`config.mk`:
```
export PLATFORM = sky130hd
export DESIGN_NAME = cascaded_yaw_pi_controller_core_flat
export DESIGN_NICKNAME = d
export VERILOG_FILES = /design/src/rtl/cyp_pkg.sv /design/src/rtl/cyp_in_if.sv /design/src/rtl/cyp_out_if.sv /design/src/rtl/cyp_cfg_if.sv /design/src/rtl/cascaded_yaw_pi_controller_core.sv /design/src/rtl/cyp_cfg_regs.sv /design/src/rtl/cyp_mac.sv /design/src/flat_wrapper.sv
export SDC_FILE = /design/constraint.sdc
export NUM_CORES = 2
export LEC_CHECK = 0
export ABC_CLOCK_PERIOD_IN_PS = 27700
export BUFFER_PORTS_ARGS = -buffer_cell sky130_fd_sc_hd__buf_2
export CORE_MARGIN = 2
export CORE_UTILIZATION = 60
export CTS_CLUSTER_DIAMETER = 50
export CTS_CLUSTER_SIZE = 28
export DETAILED_ROUTE_END_ITERATION = 8
export GPL_TIMING_DRIVEN = 0
export PLACE_DENSITY = 0.86
export SYNTH_ARGS = -nofsm -noshare
export SYNTH_HDL_FRONTEND = slang
export SYNTH_HIERARCHICAL = 1
export SYNTH_SLANG_ARGS = --single-unit
```
`constraint.sdc`:
```
create_clock -name clk -period 27.7 [get_ports clk]
set_input_delay 6.925 -clock clk [delete_from_list [all_inputs] [get_ports clk]]
set_output_delay 6.925 -clock clk [all_outputs]
set_load 0.01 [all_outputs]
```
`src/rtl/cyp_pkg.sv`:
```
package cyp_pkg;

	localparam int GAIN_W   = 16;
	localparam int LIMIT_W  = 20;
	localparam int DZ_W     = 15;
	localparam int YAW_W    = 16;
	localparam int RATE_W   = 19;
	localparam int DRIVE_W  = 24;
	localparam int CFG_IDX_W  = 4;
	localparam int CFG_DATA_W = 20;

	// Shared multiply-accumulate unit: unsigned 16-bit gain times 33-bit signed operand.
	localparam int OPND_W = 33;
	localparam int PROD_W = OPND_W + GAIN_W + 1;
	localparam int INTEG_W = 21;

	// Register indexes on the configuration port.
	localparam logic [CFG_IDX_W-1:0] REG_KP_ANGLE    = 4'd0;
	localparam logic [CFG_IDX_W-1:0] REG_KI_ANGLE    = 4'd1;
	localparam logic [CFG_IDX_W-1:0] REG_KP_RATE     = 4'd2;
	localparam logic [CFG_IDX_W-1:0] REG_KI_RATE     = 4'd3;
	localparam logic [CFG_IDX_W-1:0] REG_ANGLE_LIMIT = 4'd4;
	localparam logic [CFG_IDX_W-1:0] REG_RATE_LIMIT  = 4'd5;
	localparam logic [CFG_IDX_W-1:0] REG_DEAD_ZONE   = 4'd6;
	localparam logic [CFG_IDX_W-1:0] REG_REVERSE     = 4'd7;

	localparam logic [GAIN_W-1:0]  RST_KP_ANGLE    = 16'd1536;
	localparam logic [GAIN_W-1:0]  RST_KI_ANGLE    = 16'd13;
	localparam logic [GAIN_W-1:0]  RST_KP_RATE     = 16'd128;
	localparam logic [GAIN_W-1:0]  RST_KI_RATE     = 16'd9;
	localparam logic [LIMIT_W-1:0] RST_ANGLE_LIMIT = 20'd30000;
	localparam logic [LIMIT_W-1:0] RST_RATE_LIMIT  = 20'd8000;
	localparam logic [DZ_W-1:0]    RST_DEAD_ZONE   = 15'd200;

	localparam logic signed [17:0] HALF_TURN = 18'sd18000;
	localparam logic signed [17:0] FULL_TURN = 18'sd36000;

	localparam logic signed [PROD_W-9:0] DRIVE_HI = 42'sd8388607;
	localparam logic signed [PROD_W-9:0] DRIVE_LO = -42'sd8388608;

	typedef struct packed {
		logic [GAIN_W-1:0]  kp_angle;
		logic [GAIN_W-1:0]  ki_angle;
		logic [GAIN_W-1:0]  kp_rate;
		logic [GAIN_W-1:0]  ki_rate;
		logic [LIMIT_W-1:0] angle_integral_limit;
		logic [LIMIT_W-1:0] rate_integral_limit;
		logic [DZ_W-1:0]    dead_zone;
		logic               reverse_direction;
	} cyp_cfg_t;

	typedef struct packed {
		logic en;
		logic load;
	} mac_ctl_t;

	// Brings an angle within one turn of the range back into [-18000, 18000].
	function automatic logic signed [17:0] wrap_angle(input logic signed [17:0] a);
		logic signed [17:0] r;
		r = a;
		if (a > HALF_TURN) begin
			r = a - FULL_TURN;
		end else if (a < -HALF_TURN) begin
			r = a + FULL_TURN;
		end
		return r;
	endfunction

endpackage

```
`src/rtl/cyp_in_if.sv`:
```
interface cyp_in_if import cyp_pkg::*; ();
	logic                     valid;
	logic                     ready;
	logic                     mode;
	logic signed [YAW_W-1:0]  measured_yaw;
	logic signed [RATE_W-1:0] measured_rate;
	logic signed [YAW_W-1:0]  target_yaw;

	modport source (output valid, mode, measured_yaw, measured_rate, target_yaw, input ready);
	modport sink (input valid, mode, measured_yaw, measured_rate, target_yaw, output ready);
endinterface

```
`src/rtl/cyp_out_if.sv`:
```
interface cyp_out_if import cyp_pkg::*; ();
	logic                      valid;
	logic                      ready;
	logic signed [DRIVE_W-1:0] turn_drive;
	logic                      drive_saturated;

	modport source (output valid, turn_drive, drive_saturated, input ready);
	modport sink (input valid, turn_drive, drive_saturated, output ready);
endinterface

```
`src/rtl/cyp_cfg_if.sv`:
```
interface cyp_cfg_if import cyp_pkg::*; ();
	logic                  valid;
	logic                  ready;
	logic [CFG_IDX_W-1:0]  index;
	logic [CFG_DATA_W-1:0] data;

	modport source (output valid, index, data, input ready);
	modport sink (input valid, index, data, output ready);
endinterface

```
`src/rtl/cascaded_yaw_pi_controller_core.sv`:
```
// Cascaded yaw PI controller. Each input item carries a measured heading, a measured
// yaw rate and a target heading; it yields exactly one result item with the turn drive
// and a saturation flag. The heading error is wrapped to plus or minus 180 degrees,
// zeroed inside the dead zone and fed to an outer PI stage whose output is the desired
// rate; an inner PI stage acts on the rate error. Both integrals are clamped to their
// configured limits, and a clear item (mode 1) zeroes them and returns a zero drive.
// A control item occupies the block from its acceptance until its result is loaded
// into the output register, and the block is ready again in the cycle after that;
// a clear item goes straight to that last step. The sequencer runs the four gain
// products one after another through a single shared multiplier, with a step of
// its own for each wrap, clamp and subtract. The result sits in an
// output register, so the next item is accepted while it waits to be taken; the
// sequencer only stalls in its last step if the previous result is still unclaimed.
// Configuration writes are always accepted and take effect at once.
module cascaded_yaw_pi_controller_core import cyp_pkg::*; (
	input logic       clk,
	input logic       arst_n,
	cyp_in_if.sink    meas,
	cyp_out_if.source drive,
	cyp_cfg_if.sink   cfg
);

	localparam logic [3:0] ST_IDLE = 4'd0;
	localparam logic [3:0] ST_YAW  = 4'd1;
	localparam logic [3:0] ST_ERR  = 4'd2;
	localparam logic [3:0] ST_DZ   = 4'd3;
	localparam logic [3:0] ST_HI   = 4'd4;
	localparam logic [3:0] ST_M1   = 4'd5;
	localparam logic [3:0] ST_M2   = 4'd6;
	localparam logic [3:0] ST_RERR = 4'd7;
	localparam logic [3:0] ST_RI   = 4'd8;
	localparam logic [3:0] ST_M3   = 4'd9;
	localparam logic [3:0] ST_M4   = 4'd10;
	localparam logic [3:0] ST_OUT  = 4'd11;

	cyp_cfg_t regs;
	mac_ctl_t mac_ctl;
	logic [GAIN_W-1:0]        mac_gain;
	logic signed [OPND_W-1:0] mac_opnd;
	logic signed [PROD_W-1:0] acc;

	logic [3:0] state_q;

	// Captured item fields; the rate is one bit wider so that it can be negated.
	logic                     clear_q;
	logic signed [YAW_W-1:0]  yaw_q;
	logic signed [RATE_W:0]   rate_q;
	logic signed [YAW_W-1:0]  target_q;

	// Working values of the control step.
	logic signed [YAW_W-1:0]  err_q;
	logic signed [OPND_W-1:0] rerr_q;
	logic signed [INTEG_W-1:0] hi_q;
	logic signed [INTEG_W-1:0] ri_q;

	logic                      out_valid_q;
	logic signed [DRIVE_W-1:0] out_drive_q;
	logic                      out_sat_q;
	logic                      out_load;

	cyp_cfg_regs u_cfg (
		.clk    (clk),
		.arst_n (arst_n),
		.cfg    (cfg),
		.regs   (regs)
	);

	cyp_mac u_mac (
		.clk     (clk),
		.arst_n  (arst_n),
		.ctl     (mac_ctl),
		.gain    (mac_gain),
		.operand (mac_opnd),
		.acc     (acc)
	);

	assign meas.ready = (state_q == ST_IDLE);
	assign drive.valid = out_valid_q;
	assign drive.turn_drive = out_drive_q;
	assign drive.drive_saturated = out_sat_q;

	// The last step hands its result over once the output register is free or is
	// being emptied in the same cycle.
	assign out_load = (state_q == ST_OUT) && (!out_valid_q || drive.ready);

	// Operand and gain selection for the shared multiplier. The first product of each
	// PI stage loads the accumulator and the second one adds to it.
	always_comb begin
		mac_ctl.en   = 1'b0;
		mac_ctl.load = 1'b0;
		mac_gain     = regs.kp_angle;
		mac_opnd     = {{(OPND_W-YAW_W){err_q[YAW_W-1]}}, err_q};
		case (state_q)
			ST_M1: begin
				mac_ctl.en   = 1'b1;
				mac_ctl.load = 1'b1;
			end
			ST_M2: begin
				mac_ctl.en = 1'b1;
				mac_gain   = regs.ki_angle;
				mac_opnd   = {{(OPND_W-INTEG_W){hi_q[INTEG_W-1]}}, hi_q};
			end
			ST_M3: begin
				mac_ctl.en   = 1'b1;
				mac_ctl.load = 1'b1;
				mac_gain     = regs.kp_rate;
				mac_opnd     = rerr_q;
			end
			ST_M4: begin
				mac_ctl.en = 1'b1;
				mac_gain   = regs.ki_rate;
				mac_opnd   = {{(OPND_W-INTEG_W){ri_q[INTEG_W-1]}}, ri_q};
			end
			default: begin
			end
		endcase
	end

	// Step values; each is used only in the state that registers it.
	logic signed [17:0] yaw_sel;
	logic signed [17:0] yaw_wrap;
	logic signed [17:0] err_diff;
	logic signed [17:0] err_wrap;
	logic signed [16:0] dz_ext;
	logic signed [16:0] err_ext;
	logic signed [21:0] hi_sum;
	logic signed [21:0] hi_lim;
	logic signed [OPND_W-1:0] desired;
	logic signed [OPND_W:0]   ri_sum;
	logic signed [OPND_W:0]   ri_lim;
	logic signed [PROD_W-9:0] drv_full;

	always_comb begin
		yaw_sel  = {{2{yaw_q[YAW_W-1]}}, yaw_q};
		if (regs.reverse_direction) begin
			yaw_sel = -yaw_sel;
		end
		yaw_wrap = wrap_angle(yaw_sel);
		err_diff = {{2{target_q[YAW_W-1]}}, target_q} - {{2{yaw_q[YAW_W-1]}}, yaw_q};
		err_wrap = wrap_angle(err_diff);
		dz_ext   = $signed({2'b00, regs.dead_zone});
		err_ext  = {err_q[YAW_W-1], err_q};
		hi_sum   = {hi_q[INTEG_W-1], hi_q} + {{6{err_q[YAW_W-1]}}, err_q};
		hi_lim   = $signed({2'b00, regs.angle_integral_limit});
		// The desired rate always fits well inside the operand width.
		desired  = acc[OPND_W+7:8];
		ri_sum   = {{(OPND_W+1-INTEG_W){ri_q[INTEG_W-1]}}, ri_q} + {rerr_q[OPND_W-1], rerr_q};
		ri_lim   = $signed({{(OPND_W+1-LIMIT_W){1'b0}}, regs.rate_integral_limit});
		// Arithmetic shift right by eight rounds toward minus infinity.
		drv_full = acc[PROD_W-1:8];
	end

	always_ff @(posedge clk or negedge arst_n) begin
		if (!arst_n) begin
			state_q     <= ST_IDLE;
			clear_q     <= 1'b0;
			yaw_q       <= '0;
			rate_q      <= '0;
			target_q    <= '0;
			err_q       <= '0;
			rerr_q      <= '0;
			hi_q        <= '0;
			ri_q        <= '0;
			out_valid_q <= 1'b0;
			out_drive_q <= '0;
			out_sat_q   <= 1'b0;
		end else begin
			if (out_load) begin
				out_valid_q <= 1'b1;
			end else if (drive.valid && drive.ready) begin
				out_valid_q <= 1'b0;
			end
			case (state_q)
				ST_IDLE: begin
					if (meas.valid) begin
						clear_q  <= meas.mode;
						yaw_q    <= meas.measured_yaw;
						rate_q   <= {meas.measured_rate[RATE_W-1], meas.measured_rate};
						target_q <= meas.target_yaw;
						if (meas.mode) begin
							hi_q    <= '0;
							ri_q    <= '0;
							state_q <= ST_OUT;
						end else begin
							state_q <= ST_YAW;
						end
					end
				end
				ST_YAW: begin
					yaw_q <= yaw_wrap[YAW_W-1:0];
					if (regs.reverse_direction) begin
						rate_q <= -rate_q;
					end
					state_q <= ST_ERR;
				end
				ST_ERR: begin
					err_q   <= err_wrap[YAW_W-1:0];
					state_q <= ST_DZ;
				end
				ST_DZ: begin
					// Errors strictly inside the dead zone are dropped.
					if (err_ext > -dz_ext && err_ext < dz_ext) begin
						err_q <= '0;
					end
					state_q <= ST_HI;
				end
				ST_HI: begin
					if (hi_sum > hi_lim) begin
						hi_q <= hi_lim[INTEG_W-1:0];
					end else if (hi_sum < -hi_lim) begin
						hi_q <= -hi_lim[INTEG_W-1:0];
					end else begin
						hi_q <= hi_sum[INTEG_W-1:0];
					end
					state_q <= ST_M1;
				end
				ST_M1: begin
					state_q <= ST_M2;
				end
				ST_M2: begin
					state_q <= ST_RERR;
				end
				ST_RERR: begin
					rerr_q  <= desired - {{(OPND_W-RATE_W-1){rate_q[RATE_W]}}, rate_q};
					state_q <= ST_RI;
				end
				ST_RI: begin
					if (ri_sum > ri_lim) begin
						ri_q <= ri_lim[INTEG_W-1:0];
					end else if (ri_sum < -ri_lim) begin
						ri_q <= -ri_lim[INTEG_W-1:0];
					end else begin
						ri_q <= ri_sum[INTEG_W-1:0];
					end
					state_q <= ST_M3;
				end
				ST_M3: begin
					state_q <= ST_M4;
				end
				ST_M4: begin
					state_q <= ST_OUT;
				end
				ST_OUT: begin
					// Wait here only while the previous result has not been taken.
					if (out_load) begin
						if (clear_q) begin
							out_drive_q <= '0;
							out_sat_q   <= 1'b0;
						end else if (drv_full > DRIVE_HI) begin
							out_drive_q <= DRIVE_HI[DRIVE_W-1:0];
							out_sat_q   <= 1'b1;
						end else if (drv_full < DRIVE_LO) begin
							out_drive_q <= DRIVE_LO[DRIVE_W-1:0];
							out_sat_q   <= 1'b1;
						end else begin
							out_drive_q <= drv_full[DRIVE_W-1:0];
							out_sat_q   <= 1'b0;
						end
						state_q <= ST_IDLE;
					end
				end
				default: begin
					state_q <= ST_IDLE;
				end
			endcase
		end
	end

endmodule

```
`src/rtl/cyp_cfg_regs.sv`:
```
module cyp_cfg_regs import cyp_pkg::*; (
	input  logic     clk,
	input  logic     arst_n,
	cyp_cfg_if.sink  cfg,
	output cyp_cfg_t regs
);

	cyp_cfg_t regs_q;

	assign cfg.ready = 1'b1;
	assign regs = regs_q;

	// Writes to indexes beyond the register list are dropped.
	always_ff @(posedge clk or negedge arst_n) begin
		if (!arst_n) begin
			regs_q.kp_angle             <= RST_KP_ANGLE;
			regs_q.ki_angle             <= RST_KI_ANGLE;
			regs_q.kp_rate              <= RST_KP_RATE;
			regs_q.ki_rate              <= RST_KI_RATE;
			regs_q.angle_integral_limit <= RST_ANGLE_LIMIT;
			regs_q.rate_integral_limit  <= RST_RATE_LIMIT;
			regs_q.dead_zone            <= RST_DEAD_ZONE;
			regs_q.reverse_direction    <= 1'b0;
		end else if (cfg.valid) begin
			case (cfg.index)
				REG_KP_ANGLE:    regs_q.kp_angle             <= cfg.data[GAIN_W-1:0];
				REG_KI_ANGLE:    regs_q.ki_angle             <= cfg.data[GAIN_W-1:0];
				REG_KP_RATE:     regs_q.kp_rate              <= cfg.data[GAIN_W-1:0];
				REG_KI_RATE:     regs_q.ki_rate              <= cfg.data[GAIN_W-1:0];
				REG_ANGLE_LIMIT: regs_q.angle_integral_limit <= cfg.data[LIMIT_W-1:0];
				REG_RATE_LIMIT:  regs_q.rate_integral_limit  <= cfg.data[LIMIT_W-1:0];
				REG_DEAD_ZONE:   regs_q.dead_zone            <= cfg.data[DZ_W-1:0];
				REG_REVERSE:     regs_q.reverse_direction    <= cfg.data[0];
				default: begin
				end
			endcase
		end
	end

endmodule

```
`src/rtl/cyp_mac.sv`:
```
module cyp_mac import cyp_pkg::*; (
	input  logic                     clk,
	input  logic                     arst_n,
	input  mac_ctl_t                 ctl,
	input  logic [GAIN_W-1:0]        gain,
	input  logic signed [OPND_W-1:0] operand,
	output logic signed [PROD_W-1:0] acc
);

	logic signed [PROD_W-1:0] prod;
	logic signed [PROD_W-1:0] acc_q;

	// The gain is unsigned, so it enters the signed product with a zero sign bit.
	assign prod = $signed({1'b0, gain}) * operand;
	assign acc  = acc_q;

	always_ff @(posedge clk or negedge arst_n) begin
		if (!arst_n) begin
			acc_q <= '0;
		end else if (ctl.en) begin
			acc_q <= ctl.load ? prod : acc_q + prod;
		end
	end

endmodule

```
`src/flat_wrapper.sv`:
```
// flat-port wrapper written by rule: the top's interface ports become plain ports
module cascaded_yaw_pi_controller_core_flat import cyp_pkg::*;
  (clk, arst_n, meas_valid, meas_mode, meas_measured_yaw, meas_measured_rate, meas_target_yaw, meas_ready, drive_valid, drive_turn_drive, drive_drive_saturated, drive_ready, cfg_valid, cfg_index, cfg_data, cfg_ready);
  cyp_in_if meas_i ();
  cyp_out_if drive_i ();
  cyp_cfg_if cfg_i ();
  input logic clk;
  input logic arst_n;
  input wire logic [$bits(meas_i.valid)-1:0] meas_valid;
  input wire logic [$bits(meas_i.mode)-1:0] meas_mode;
  input wire logic [$bits(meas_i.measured_yaw)-1:0] meas_measured_yaw;
  input wire logic [$bits(meas_i.measured_rate)-1:0] meas_measured_rate;
  input wire logic [$bits(meas_i.target_yaw)-1:0] meas_target_yaw;
  output wire logic [$bits(meas_i.ready)-1:0] meas_ready;
  output wire logic [$bits(drive_i.valid)-1:0] drive_valid;
  output wire logic [$bits(drive_i.turn_drive)-1:0] drive_turn_drive;
  output wire logic [$bits(drive_i.drive_saturated)-1:0] drive_drive_saturated;
  input wire logic [$bits(drive_i.ready)-1:0] drive_ready;
  input wire logic [$bits(cfg_i.valid)-1:0] cfg_valid;
  input wire logic [$bits(cfg_i.index)-1:0] cfg_index;
  input wire logic [$bits(cfg_i.data)-1:0] cfg_data;
  output wire logic [$bits(cfg_i.ready)-1:0] cfg_ready;
  assign meas_i.valid = meas_valid;
  assign meas_i.mode = meas_mode;
  assign meas_i.measured_yaw = meas_measured_yaw;
  assign meas_i.measured_rate = meas_measured_rate;
  assign meas_i.target_yaw = meas_target_yaw;
  assign meas_ready = meas_i.ready;
  assign drive_valid = drive_i.valid;
  assign drive_turn_drive = drive_i.turn_drive;
  assign drive_drive_saturated = drive_i.drive_saturated;
  assign drive_i.ready = drive_ready;
  assign cfg_i.valid = cfg_valid;
  assign cfg_i.index = cfg_index;
  assign cfg_i.data = cfg_data;
  assign cfg_ready = cfg_i.ready;
  cascaded_yaw_pi_controller_core u_core (.clk(clk), .arst_n(arst_n), .meas(meas_i), .drive(drive_i), .cfg(cfg_i));
endmodule
```
==> impl_metrics.py <==
metrics = {
    "worst_setup_path": {
        "regToRegSetupSlack_ns": 14.25,
        "critical_path.max_stage_delay_ns": 1.04,
        "crit_fanout": 10,
        "crit_family": "compound AO/OA/AOI/OAI gates",
        "setup.worst_path.start_class": "flip-flop",
        "worstSetupEndpointType": "flip-flop",
        "path_buf_inv": 8,
        "r2r_start": "u_core/state_q[1]",
        "crit_arrival_ns": 13.85,
        "r2r-end": "u_core/u_mac/acc[45]",
        "crit_type": "reg2reg",
        "required_ns": 28.10,
        "cp_slowest_cell": "a21oi_1",
        "r2r_cells": 41,
        "crit_top_cell": "fa_1",
    },
    "timing": {
        "maxSlewViolCount": 0,
        "setup-violations-final": 0,
        "final.setup.tns_ns": 0,
        "tightest_slew_ns": 1.41,
        "slew_headroom": 0.0498,
        "fin_crit_sh": 0.486,
        "fmax_ghz": 0.0744,
        "hold_viol": 0,
        "rsz0062_at_grt": "false",
        "fin_skew_ns": 0.0671,
        "post-route-min-period_ns": 13.45,
    },
    "logic_synthesis": {
        "synth_cell_types": 109,
        "async_flop_share": 1.00,
        "yosysSeqAreaShare": 0.182,
        "synthFlopType": "dfrtp_1",
        "netlist_instances": 5480,
        "synthesis.area_sq_mm": 0.0475,
        "synth_seq_cells": 344,
        "synth_edf_count": 0,
        "syn_nets": 6480,
        "yosysWarningCount": 6,
        "synth_area_per_cell_sq_um": 8.67,
    },
    "clocking": {
        "cts_made_buffers": 35,
        "clk_pin_slew_ns": 0.09,
        "root_buffer": "clkbuf_16",
        "clock_latency_ns": 0.60,
        "cts_sinks": 344,
        "cts_hold_buffers": 0,
        "cts_buffer_depth": 3,
        "post-cts-setup-buffer-count": 0,
        "ctsResizeCount": 0,
        "ctsHtreeMaxLevel": 2,
        "cts_tree": "done",
    },
    "min_path": {
        "hold_end": "u_core/target_q[3]",
        "hp-class": "reg2reg",
        "whs_path_depth": 2,
        "hold_start": "u_core/target_q[3]",
    },
    "global_routing": {
        "grt_usage": 0.364,
        "grt_max_degree": 126,
        "grt-ovfl-total": 0,
        "grt_pass1_vias": 42174,
        "grt_antenna_before_repair": 13,
        "grt_pass1_wl_mm": 233,
    },
    "die": {
        "row_count": 103,
        "dieHeight_microns": 285,
        "die_area_sq_mm": 0.0814,
        "ios": 109,
        "die_w_microns": 285,
        "core_sq_mm": 0.0786,
        "start_util": 0.604,
    },
    "cells_and_area": {
        "drive_above_1_share": 0.0768,
        "nNetsFinal": 6625,
        "area_growth_syn_to_layout_pct": 6.69,
    },
    "flow_run": {
        "maxCapViolations": 0,
    },
    "outcome": {
        "status": "complete, but fails checks",
        "failed_checks": "DRC",
    },
    "route": {
        "postRouteAntennaNets": 0,
        "drc": 5,
        "drt_wl_total_mm": 148,
        "wl_per_cell_microns": 22.1,
        "vias_per_cell": 6.27,
        "dr_total_vias": 42082,
        "drt_iter0_markers": 4757,
        "dr.pass1.iters": 9,
    },
    "placement": {
        "io_buffers": 106,
        "place.gp.congestion": 1.03,
        "dpl.hpwl_mm": 119,
    },
}
[cells in the final DEF (no fill, tap or decap), drive strengths merged, types with 131 or more instances in the layout]
| cell type | Yosys | layout |
|---|---|---|
| inv | 782 | 800 |
| xnor2 | 172 | 172 |
| ha | 411 | 411 |
| fa | 508 | 508 |
| a21oi | 362 | 362 |
| a21o | 131 | 131 |
| nor2 | 272 | 272 |
| dfrtp | 320 | 320 |
| o21ai | 237 | 237 |
| nand2 | 648 | 648 |
| buf | 41 | 149 |
| clkbuf | 186 | 223 |
| and2 | 236 | 236 |
[cell usage after synthesis (all sizes together) (31+ instances only)]
library cell | instances | area, sq um
mux2 | 129 | 1450
o21a | 47 | 360
nor2b | 43 | 269
buf | 41 | 252
o21bai | 31 | 233
nor3 | 82 | 420
a222oi | 36 | 360
nand2 | 648 | 2430
and3 | 31 | 198
a21oi | 362 | 1850
fa | 508 | 10200
mux2i | 42 | 420
and2 | 236 | 1480
nand4 | 56 | 350
a21o | 131 | 987
nor2 | 272 | 1020
a22o | 36 | 315
nand3 | 56 | 280
nand2b | 47 | 297
clkbuf | 186 | 731
inv | 782 | 2940
xnor2 | 172 | 1510
dfrtp | 320 | 8010
ha | 411 | 5140
a31oi | 33 | 206
a211oi | 34 | 265
o211ai | 46 | 350
o21ai | 237 | 1190
xor2 | 72 | 631
[worst max-delay path by stage]
stage / cells past startpoint / slack, ns / end / from
finish: 41 / 14.25 / u_core/u_mac/acc[45] / u_core/state_q[1]
global route: 41 / 13.81 / u_core/u_mac/acc[45] / u_core/state_q[1]
CTS: 41 / 14.93 / u_core/u_mac/acc[45] / u_core/state_q[1]
detailed placement: 41 / 15.03 / u_core/u_mac/acc[43] / u_core/state_q[1]
global placement: 1 / 13.16 / u_core/ri_q[20] / arst_n
floorplan: 37 / 17.88 / u_core/u_mac/acc[48] / u_core/state_q[0]
[layer usage]
metal  vias to the layer above  GRT usage  part of all wire
met4                         8      0.166             0.053
li1                      18761          -                 -
met3                       564      0.110              0.12
met1                     20293      0.479              0.39
met5                         -          0           0.00034
met2                      2456      0.554              0.44
[per-stage QoR]
stage	worst slack [ns]	hold WS, ns	instances	area (sq um)	util
after floorplan	17.88	0.450	5480	47500	-
after global placement	13.16	0.465	6636	49300	0.628
after detailed placement	15.03	0.469	6638	49400	0.628
after CTS	14.93	0.493	6702	50600	0.644
after global routing	13.81	0.510	6707	50600	0.644
final	14.25	0.491	6713	50700	0.644
[worst reg2reg max path: cells and delay by family, from the launching register on]
kind | cells | cell delay, ns
buffers and inverters | 8 | 2.47
adders and majority gates | 8 | 3.78
xor gates and xnor gates | 2 | 0.53
DFF | 1 | 0.36
muxes | 1 | 0.22
and+or+nand+nor | 7 | 1.53
AOI/OAI and AO/OA | 15 | 4.37
[flip-flops by register name (all words and copies together), names as in the netlist, named ones only]
name	flops
u_core/yaw_q	15
u_core/state_q	4
u_core/drive.turn_drive	24
u_core/target_q	16
u_core/clear_q	1
u_core/u_cfg/regs	120
u_core/ri_q	21
u_core/drive.valid	1
u_core/rerr_q	33
u_core/u_mac/acc	50
u_core/rate_q	20
u_core/hi_q	21
u_core/drive.drive_saturated	1
u_core/err_q	16
[cell families after synthesis]
group	count (synthesis)	synth area share
compound gates	1213	0.170
simple gates	1577	0.158
xor+xnor	244	0.0450
buf+inv	1011	0.0828
flops	344	0.182
mux	171	0.0394
other cells	1	0.0000790
fa+ha+maj	919	0.322
[final cells by class]
class | count | area (sq um)
Sequential cell | 344 | 8640
Clock buffer | 37 | 905
Timing Repair Buffer | 108 | 596
Buffer | 228 | 992
Tap cell | 1050 | 1310
Multi-Input combinational cell | 4125 | 34900
Inverter | 783 | 2940
Fill cell | 6436 | 28000
Antenna cell | 11 | 27.5
Clock inverter | 27 | 329
Power is not shown: default switching activity piles up to over one toggle a cycle in this logic, so the estimate is an artifact.
